===== src/rtl/core/stack_machine_data_unit_defines.svh =====
// ----------------------------------------------------------------------------
// stack machine data unit assertion macros
// shared concurrent assertion forms, clocked on clk, off during reset
// ----------------------------------------------------------------------------
`ifndef STACK_MACHINE_DATA_UNIT_DEFINES_SVH
`define STACK_MACHINE_DATA_UNIT_DEFINES_SVH

// same-cycle implication
`define SMDU_ASSERT_NOW(lbl, ante, cons) \
    lbl: assert property (@(posedge clk) disable iff (!rst_n) (ante) |-> (cons)) else $error("smdu check failed");

// next-cycle implication
`define SMDU_ASSERT_NEXT(lbl, ante, cons) \
    lbl: assert property (@(posedge clk) disable iff (!rst_n) (ante) |=> (cons)) else $error("smdu check failed");

`endif


===== src/rtl/core/smdu_pkg.sv =====
// ----------------------------------------------------------------------------
// smdu_pkg
// opcodes, status codes and controller/datapath interface types
// ----------------------------------------------------------------------------
package smdu_pkg;

    localparam logic [4:0] OP_PUSH = 5'd0;
    localparam logic [4:0] OP_DUP  = 5'd1;
    localparam logic [4:0] OP_DROP = 5'd2;
    localparam logic [4:0] OP_SWAP = 5'd3;
    localparam logic [4:0] OP_ROT  = 5'd4;
    localparam logic [4:0] OP_PICK = 5'd5;
    localparam logic [4:0] OP_ADD  = 5'd6;
    localparam logic [4:0] OP_SUB  = 5'd7;
    localparam logic [4:0] OP_MUL  = 5'd8;
    localparam logic [4:0] OP_DIV  = 5'd9;
    localparam logic [4:0] OP_NEG  = 5'd10;
    localparam logic [4:0] OP_AND  = 5'd11;
    localparam logic [4:0] OP_OR   = 5'd12;
    localparam logic [4:0] OP_NOT  = 5'd13;
    localparam logic [4:0] OP_GT   = 5'd14;
    localparam logic [4:0] OP_EQ   = 5'd15;
    localparam logic [4:0] OP_POP  = 5'd16;

    localparam logic [2:0] ST_OK      = 3'd0;
    localparam logic [2:0] ST_UNDER   = 3'd1;
    localparam logic [2:0] ST_PICKNEG = 3'd2;
    localparam logic [2:0] ST_OVER    = 3'd3;
    localparam logic [2:0] ST_DIVZERO = 3'd4;

    localparam logic [31:0] ALL_ONES = ~32'd0;
    localparam logic [31:0] LOW_MASK = 32'h0000_ffff;

    // stack address selects
    typedef enum logic [2:0] {
        ADR_D, ADR_D1, ADR_D2, ADR_D3, ADR_PICK
    } adr_t;

    // data sources for stack writes and the result value
    typedef enum logic [2:0] {
        SRC_PV, SRC_OP0, SRC_OP1, SRC_OP2, SRC_ALU, SRC_Q, SRC_ZERO
    } src_t;

    typedef enum logic [1:0] {
        DEP_KEEP, DEP_INC, DEP_DEC
    } dep_t;

    typedef struct packed {
        logic       in_ld;
        logic       rd_en;
        adr_t       rd_adr;
        logic       cap_en;
        logic [1:0] cap_idx;
        logic       wr_en;
        adr_t       wr_adr;
        src_t       wr_src;
        logic       val_ld;
        src_t       val_src;
        dep_t       dep;
        logic       div_start;
        logic       out_ld;
        logic [2:0] status;
    } cmd_t;

    typedef struct packed {
        logic [4:0] op;
        logic       under;
        logic       over;
        logic       pick_neg;
        logic       pick_far;
        logic       div_zero;
        logic       dep_zero;
        logic       div_busy;
        logic       out_free;
    } stat_t;

    // operands an opcode needs on the stack
    function automatic logic [1:0] op_need(input logic [4:0] op);
        logic [1:0] n;
        n = 2'd0;
        if (op == OP_DUP || op == OP_DROP || op == OP_PICK || op == OP_NEG ||
            op == OP_NOT || op == OP_POP)
            n = 2'd1;
        else if (op == OP_SWAP || (op >= OP_ADD && op <= OP_EQ))
            n = 2'd2;
        else if (op == OP_ROT)
            n = 2'd3;
        return n;
    endfunction

endpackage


===== src/rtl/core/smdu_ctrl.sv =====
// ----------------------------------------------------------------------------
// smdu_ctrl
// sequencer: operand reads, writes back, divider wait and result hand-off
// ----------------------------------------------------------------------------
module smdu_ctrl (
    input  logic            clk,
    input  logic            rst_n,
    input  logic            in_valid,
    output logic            in_ready,
    input  smdu_pkg::stat_t st,
    output smdu_pkg::cmd_t  cmd
);

    typedef enum logic [3:0] {
        S_IDLE, S_CHECK, S_READ, S_CAP, S_EXEC, S_W2, S_W3,
        S_PCAP, S_DIV, S_TOP, S_TCAP, S_DONE
    } state_t;

    state_t     state_reg, state_next;
    logic [1:0] k_reg, k_next;
    logic [2:0] status_reg, status_next;
    logic [1:0] need;

    assign need     = smdu_pkg::op_need(st.op);
    assign in_ready = (state_reg == S_IDLE);

    always_comb
    begin
        state_next  = state_reg;
        k_next      = k_reg;
        status_next = status_reg;
        cmd         = '0;
        cmd.rd_adr  = smdu_pkg::ADR_D1;
        cmd.wr_adr  = smdu_pkg::ADR_D;
        cmd.wr_src  = smdu_pkg::SRC_ALU;
        cmd.val_src = smdu_pkg::SRC_ALU;
        cmd.dep     = smdu_pkg::DEP_KEEP;
        cmd.status  = status_reg;
        unique case (state_reg)
            S_IDLE:
            begin
                if (in_valid)
                begin
                    cmd.in_ld   = 1'b1;
                    status_next = smdu_pkg::ST_OK;
                    state_next  = S_CHECK;
                end
            end
            S_CHECK:
            begin
                k_next = 2'd0;
                priority if (st.op > smdu_pkg::OP_POP)
                begin
                    state_next = S_TOP;
                end
                else if (st.under)
                begin
                    status_next = smdu_pkg::ST_UNDER;
                    state_next  = S_TOP;
                end
                else if ((st.op == smdu_pkg::OP_PUSH || st.op == smdu_pkg::OP_DUP) &&
                         st.over)
                begin
                    status_next = smdu_pkg::ST_OVER;
                    state_next  = S_TOP;
                end
                else if (st.op == smdu_pkg::OP_PUSH)
                begin
                    cmd.wr_en   = 1'b1;
                    cmd.wr_adr  = smdu_pkg::ADR_D;
                    cmd.wr_src  = smdu_pkg::SRC_PV;
                    cmd.val_ld  = 1'b1;
                    cmd.val_src = smdu_pkg::SRC_PV;
                    cmd.dep     = smdu_pkg::DEP_INC;
                    state_next  = S_DONE;
                end
                else if (st.op == smdu_pkg::OP_DROP)
                begin
                    cmd.dep    = smdu_pkg::DEP_DEC;
                    state_next = S_TOP;
                end
                else
                begin
                    state_next = S_READ;
                end
            end
            S_READ:
            begin
                cmd.rd_en = 1'b1;
                unique case (k_reg)
                    2'd0:    cmd.rd_adr = smdu_pkg::ADR_D1;
                    2'd1:    cmd.rd_adr = smdu_pkg::ADR_D2;
                    default: cmd.rd_adr = smdu_pkg::ADR_D3;
                endcase
                state_next = S_CAP;
            end
            S_CAP:
            begin
                cmd.cap_en  = 1'b1;
                cmd.cap_idx = k_reg;
                if (k_reg + 2'd1 < need)
                begin
                    k_next     = k_reg + 2'd1;
                    state_next = S_READ;
                end
                else
                begin
                    state_next = S_EXEC;
                end
            end
            S_EXEC:
            begin
                state_next = S_DONE;
                cmd.val_ld = 1'b1;
                priority if (st.op == smdu_pkg::OP_DUP)
                begin
                    cmd.wr_en   = 1'b1;
                    cmd.wr_adr  = smdu_pkg::ADR_D;
                    cmd.wr_src  = smdu_pkg::SRC_OP0;
                    cmd.val_src = smdu_pkg::SRC_OP0;
                    cmd.dep     = smdu_pkg::DEP_INC;
                end
                else if (st.op == smdu_pkg::OP_SWAP)
                begin
                    cmd.val_ld = 1'b0;
                    cmd.wr_en  = 1'b1;
                    cmd.wr_adr = smdu_pkg::ADR_D1;
                    cmd.wr_src = smdu_pkg::SRC_OP1;
                    state_next = S_W2;
                end
                else if (st.op == smdu_pkg::OP_ROT)
                begin
                    cmd.val_ld = 1'b0;
                    cmd.wr_en  = 1'b1;
                    cmd.wr_adr = smdu_pkg::ADR_D3;
                    cmd.wr_src = smdu_pkg::SRC_OP1;
                    state_next = S_W2;
                end
                else if (st.op == smdu_pkg::OP_PICK)
                begin
                    cmd.val_src = smdu_pkg::SRC_OP0;
                    if (st.pick_neg)
                    begin
                        status_next = smdu_pkg::ST_PICKNEG;
                    end
                    else if (st.pick_far)
                    begin
                        status_next = smdu_pkg::ST_UNDER;
                    end
                    else
                    begin
                        cmd.val_ld = 1'b0;
                        cmd.rd_en  = 1'b1;
                        cmd.rd_adr = smdu_pkg::ADR_PICK;
                        state_next = S_PCAP;
                    end
                end
                else if (st.op == smdu_pkg::OP_NEG || st.op == smdu_pkg::OP_NOT)
                begin
                    cmd.wr_en   = 1'b1;
                    cmd.wr_adr  = smdu_pkg::ADR_D1;
                    cmd.wr_src  = smdu_pkg::SRC_ALU;
                    cmd.val_src = smdu_pkg::SRC_ALU;
                end
                else if (st.op == smdu_pkg::OP_POP)
                begin
                    cmd.val_src = smdu_pkg::SRC_OP0;
                    cmd.dep     = smdu_pkg::DEP_DEC;
                end
                else if (st.op == smdu_pkg::OP_DIV)
                begin
                    cmd.val_src = smdu_pkg::SRC_OP0;
                    if (st.div_zero)
                    begin
                        status_next = smdu_pkg::ST_DIVZERO;
                    end
                    else
                    begin
                        cmd.val_ld    = 1'b0;
                        cmd.div_start = 1'b1;
                        state_next    = S_DIV;
                    end
                end
                else
                begin
                    cmd.wr_en   = 1'b1;
                    cmd.wr_adr  = smdu_pkg::ADR_D2;
                    cmd.wr_src  = smdu_pkg::SRC_ALU;
                    cmd.val_src = smdu_pkg::SRC_ALU;
                    cmd.dep     = smdu_pkg::DEP_DEC;
                end
            end
            S_W2:
            begin
                cmd.wr_en  = 1'b1;
                cmd.wr_adr = smdu_pkg::ADR_D2;
                cmd.wr_src = smdu_pkg::SRC_OP0;
                if (st.op == smdu_pkg::OP_ROT)
                begin
                    state_next = S_W3;
                end
                else
                begin
                    cmd.val_ld  = 1'b1;
                    cmd.val_src = smdu_pkg::SRC_OP1;
                    state_next  = S_DONE;
                end
            end
            S_W3:
            begin
                cmd.wr_en   = 1'b1;
                cmd.wr_adr  = smdu_pkg::ADR_D1;
                cmd.wr_src  = smdu_pkg::SRC_OP2;
                cmd.val_ld  = 1'b1;
                cmd.val_src = smdu_pkg::SRC_OP2;
                state_next  = S_DONE;
            end
            S_PCAP:
            begin
                cmd.wr_en   = 1'b1;
                cmd.wr_adr  = smdu_pkg::ADR_D1;
                cmd.wr_src  = smdu_pkg::SRC_Q;
                cmd.val_ld  = 1'b1;
                cmd.val_src = smdu_pkg::SRC_Q;
                state_next  = S_DONE;
            end
            S_DIV:
            begin
                if (!st.div_busy)
                begin
                    cmd.wr_en   = 1'b1;
                    cmd.wr_adr  = smdu_pkg::ADR_D2;
                    cmd.wr_src  = smdu_pkg::SRC_ALU;
                    cmd.val_ld  = 1'b1;
                    cmd.val_src = smdu_pkg::SRC_ALU;
                    cmd.dep     = smdu_pkg::DEP_DEC;
                    state_next  = S_DONE;
                end
            end
            S_TOP:
            begin
                if (st.dep_zero)
                begin
                    cmd.val_ld  = 1'b1;
                    cmd.val_src = smdu_pkg::SRC_ZERO;
                    state_next  = S_DONE;
                end
                else
                begin
                    cmd.rd_en  = 1'b1;
                    cmd.rd_adr = smdu_pkg::ADR_D1;
                    state_next = S_TCAP;
                end
            end
            S_TCAP:
            begin
                cmd.val_ld  = 1'b1;
                cmd.val_src = smdu_pkg::SRC_Q;
                state_next  = S_DONE;
            end
            S_DONE:
            begin
                if (st.out_free)
                begin
                    cmd.out_ld = 1'b1;
                    state_next = S_IDLE;
                end
            end
            default:
            begin
                state_next = S_IDLE;
            end
        endcase
    end

    always_ff @(posedge clk or negedge rst_n)
    begin
        if (!rst_n)
        begin
            state_reg  <= S_IDLE;
            k_reg      <= 2'd0;
            status_reg <= smdu_pkg::ST_OK;
        end
        else
        begin
            state_reg  <= state_next;
            k_reg      <= k_next;
            status_reg <= status_next;
        end
    end

endmodule


===== config.mk =====
export PLATFORM = sky130hd
export DESIGN_NAME = smdu_ctrl
export DESIGN_NICKNAME = d
export VERILOG_FILES = /design/src/rtl/core/stack_machine_data_unit_defines.svh /design/src/rtl/core/smdu_pkg.sv /design/src/rtl/core/smdu_ctrl.sv
export SDC_FILE = /design/constraint.sdc
export NUM_CORES = 1
export LEC_CHECK = 0
export ABC_AREA = 0
export BUFFER_PORTS_ARGS = -buffer_cell sky130_fd_sc_hd__buf_4
export CAP_MARGIN = 25
export CORE_MARGIN = 2
export CORE_UTILIZATION = 52
export DETAILED_ROUTE_END_ITERATION = 10
export PLACE_DENSITY = 0.82
export SLEW_MARGIN = 15
export SYNTH_ARGS = -nofsm -noshare
export SYNTH_HDL_FRONTEND = slang
export SYNTH_SLANG_ARGS = --single-unit

===== constraint.sdc =====
create_clock -name clk -period 2.9 [get_ports clk]
set_clock_uncertainty 0.2 [all_clocks]
set_input_delay 0.725 -clock clk [delete_from_list [all_inputs] [get_ports clk]]
set_output_delay 0.725 -clock clk [all_outputs]
set_load 0.05 [all_outputs]

==> impl_metrics.py <==
metrics = {
    "clock_network": {
        "clock_sink_count": 9,
        "cts.root.buffer_cell": "sky130_fd_sc_hd__clkbuf_4",
        "clkLatencyLatePin_ps": 290,
        "cts.path.max_buffers": 2,
        "tritoncts": "done",
        "htreeDepth": 1,
        "cts_made_buffers": 3,
        "clk_pin_slew_ps": 80,
    },
    "die": {
        "core_region_area_um2": 2500,
        "die_x_um": 55.5,
        "row_count": 18,
        "floorplan.die_area_um2": 3080,
        "io_pins": 43,
        "fp.dieH_um": 55.5,
        "start_util_pct": 55.1,
    },
    "setup_path": {
        "critPathMostFrequentCell": "sky130_fd_sc_hd__buf_4",
        "worst-setup-path-type": "in2out",
        "r2r-start": "state_reg[2]$_DFFE_PN0P_",
        "cp_cell_sequence": "buf_4 > nor2_2 > buf_4 > a31oi_2 > nand3_1 > a21oi_2 > o211ai_1 > buf_4",
        "timing.critical_path.to_type": "output port",
        "worstPathArrival_ps": 2150,
        "cp-endpoint": "cmd[13]",
        "timing.critical_path.fanout_max": 4,
        "cp-startpoint": "st[12]",
        "critical_path.max_stage_delay_ps": 340,
        "number_of_cells_traversed_by_the_worst_register_to_register_path": 12,
        "timing.rr.end": "state_reg[1]$_DFFE_PN0P_",
        "critical_path.startpoint_type": "input port",
        "ff2ff_setup_slack_ps": 390,
        "crit_slowest_cell": "sky130_fd_sc_hd__a31oi_2",
        "cp.required_ps": 1980,
    },
    "yosys": {
        "ys_types": 54,
        "ys_ff_latch": 9,
        "synth_area_per_cell_um2": 6.89,
        "asyncSetResetFlopFracSynth_pct": 100,
        "yosysWarningCount": 0,
        "synth_top_flop_cell": "sky130_fd_sc_hd__dfrtp_1",
        "synth_cells": 200,
        "syn-num-nets": 219,
        "yosysSeqAreaShare_pct": 16.3,
        "synth_enable_flop_cells": 0,
        "synth.cell_area_um2": 1380,
    },
    "timing": {
        "period_share_pct": 106,
        "timing.hold.ws_ps": 50.4,
        "maxSlewHeadroom_pct": 64.6,
        "rsz0062_at_grt": "true",
        "timing_max_transition_violations_final": 0,
        "final-hold-violation-count": 0,
        "finalWorstPathRequiredPeriod_ps": 3080,
        "totalNegativeSetupSlack_ps": -1280,
        "worstMarginPinSlew_ps": 525,
        "fmax_mhz": 325,
        "setup_viol": 14,
        "postLayoutSetupSlackWorst_ps": -177,
    },
    "hold_path": {
        "hold_path_class": "in2async",
    },
    "power_and_ir_drop": {
        "cellPowerDensity_nw_per_um2": 897,
        "leakage_nw": 1.05,
        "irDropWorstVdd_uv": 1110,
    },
    "global_routing": {
        "grt_pass1_vias": 1956,
        "globalRoute.totalOverflow": 0,
        "grt_first_pass_wirelength_um": 9290,
        "largest_net_degree_at_the_start_of_global_routing": 20,
        "initial_antenna_violation_count": 0,
        "grt.total_usage_pct": 37.7,
    },
    "drt": {
        "drt_pre_antenna_iters": 7,
        "routed_via_density": 7.52,
        "remaining_drc_errors": 0,
        "wl_per_cell_um": 25.4,
        "drt-initial-drc-count": 398,
        "route.vias.total": 2310,
        "route.final.wire_length_um": 7810,
        "antenna_left": 0,
    },
    "status": {
        "outcome": "finished, violations left",
        "failed_checks": "negative setup slack",
    },
    "layout": {
        "commonest_non_fill_non_tap_cell_in_the_layout": "sky130_fd_sc_hd__buf_4",
        "synthToLayoutAreaGrowth_pct": 69.2,
        "largest_register_ffs": 4,
        "share_of_cells_above_drive_strength_1_pct": 50.5,
        "design.final.nets": 297,
        "antennaDiodeCount": 0,
        "multi_input_comb_area_um2": 1250,
        "final_cell_mix": "sky130_fd_sc_hd__buf_4 (73), sky130_fd_sc_hd__nand2_1 (16), sky130_fd_sc_hd__buf_6 (15)",
        "num-fill-cells": 84,
        "seq_area_um2": 225,
    },
    "placement": {
        "detailedPlacementHpwl_um": 3960,
        "gp_congestion": 0.969,
        "port_buffers": 41,
        "pre_cts_slack_ps": -128,
    },
    "flow_run": {
        "max-cap-violations": 0,
    },
}
## where the power goes
part           leakage [nW]  internal, mW  switching, mW
Sequential            0.118         0.175         0.0798
Clock                0.0150        0.0535         0.0602
Combinational         0.913         0.599           1.12
Total                  1.05         0.828           1.26
## metal layers
| layer | wire length (um) | vias up | global-route usage, % |
|---|---|---|---|
| met3 | 1160 | 112 | 8.67 |
| met5 | 0 | - | 0 |
| met2 | 3360 | 299 | 65.3 |
| li1 | - | 884 | - |
| met4 | 775 | 0 | 23.0 |
| met1 | 2510 | 1015 | 41.2 |
## worst max-delay path, delay by kind of cell
family / cells / cell delay (ps)
compound gates: 3 / 710
buf+inv: 3 / 470
simple gates: 2 / 250
## what timing repair did
action	in CTS	in global routing
cloned	0	0
buffers inserted	7	5
hold buffers	0	0
resized for setup	10	33
setup endpoints to repair	8	17
pin swaps	2	6
## layout make-up
class                      instances  area share (%)
tap                               30            1.61
multi-input combinational        169            53.8
timing repair buffer              91            33.1
inverter                           4           0.644
clock buffer                       4            1.13
sequential                         9            9.66
## cell families (layout without fill, tap and decap cells)
family | Yosys count | in the layout | synth area share (%)
AND/OR/NAND/NOR | 97 | 97 | 38.1
AO/OA/AOI/OAI | 61 | 61 | 29.6
buffers and inverters | 22 | 99 | 7.54
flip-flops | 9 | 9 | 16.3
multiplexers | 6 | 6 | 4.72
adder cells (fa/ha/maj) | 3 | 3 | 2.73
other | 1 | 1 | 0.272
XOR/XNOR | 1 | 1 | 0.636
## Yosys cell counts, types with 5 or more instances
cell type	instances	share of area, %
sky130_fd_sc_hd__nand2b_1	10	4.5
sky130_fd_sc_hd__nor3_1	7	2.5
sky130_fd_sc_hd__clkbuf_1	11	3.0
sky130_fd_sc_hd__nor2b_1	10	4.5
sky130_fd_sc_hd__a31oi_1	5	2.3
sky130_fd_sc_hd__dfrtp_1	9	16
sky130_fd_sc_hd__a21oi_1	13	4.7
sky130_fd_sc_hd__o21ai_0	15	5.4
sky130_fd_sc_hd__nor2_1	19	5.2
sky130_fd_sc_hd__and3_1	5	2.3
sky130_fd_sc_hd__nand3_1	10	3.6
sky130_fd_sc_hd__nand2_1	17	4.6
## through the flow
| step | utilization, % | std cells | cell area, um2 | total power [mW] |
|---|---|---|---|---|
| floorplan | - | 200 | 1500 | 1.27 |
| global placement | 81.5 | 292 | 2040 | 1.68 |
| detailed placement | 81.5 | 292 | 2040 | 1.70 |
| CTS | 85.9 | 303 | 2150 | 1.84 |
| global route | 93.2 | 307 | 2330 | 2.12 |
| finish | 93.2 | 307 | 2330 | 2.09 |
## how the worst min path moves through the flow
stage / start / endpoint
2_1_floorplan: rst_n / k_reg[0]$_DFFE_PN0P_
3_3_place_gp: status_reg[0]$_DFFE_PN0P_ / status_reg[0]$_DFFE_PN0P_
3_5_place_dp: status_reg[0]$_DFFE_PN0P_ / status_reg[0]$_DFFE_PN0P_
4_1_cts: rst_n / k_reg[1]$_DFFE_PN0P_
5_1_grt: rst_n / k_reg[1]$_DFFE_PN0P_
6_report: rst_n / k_reg[1]$_DFFE_PN0P_
Note: power is estimated with default switching activity, not from simulation.
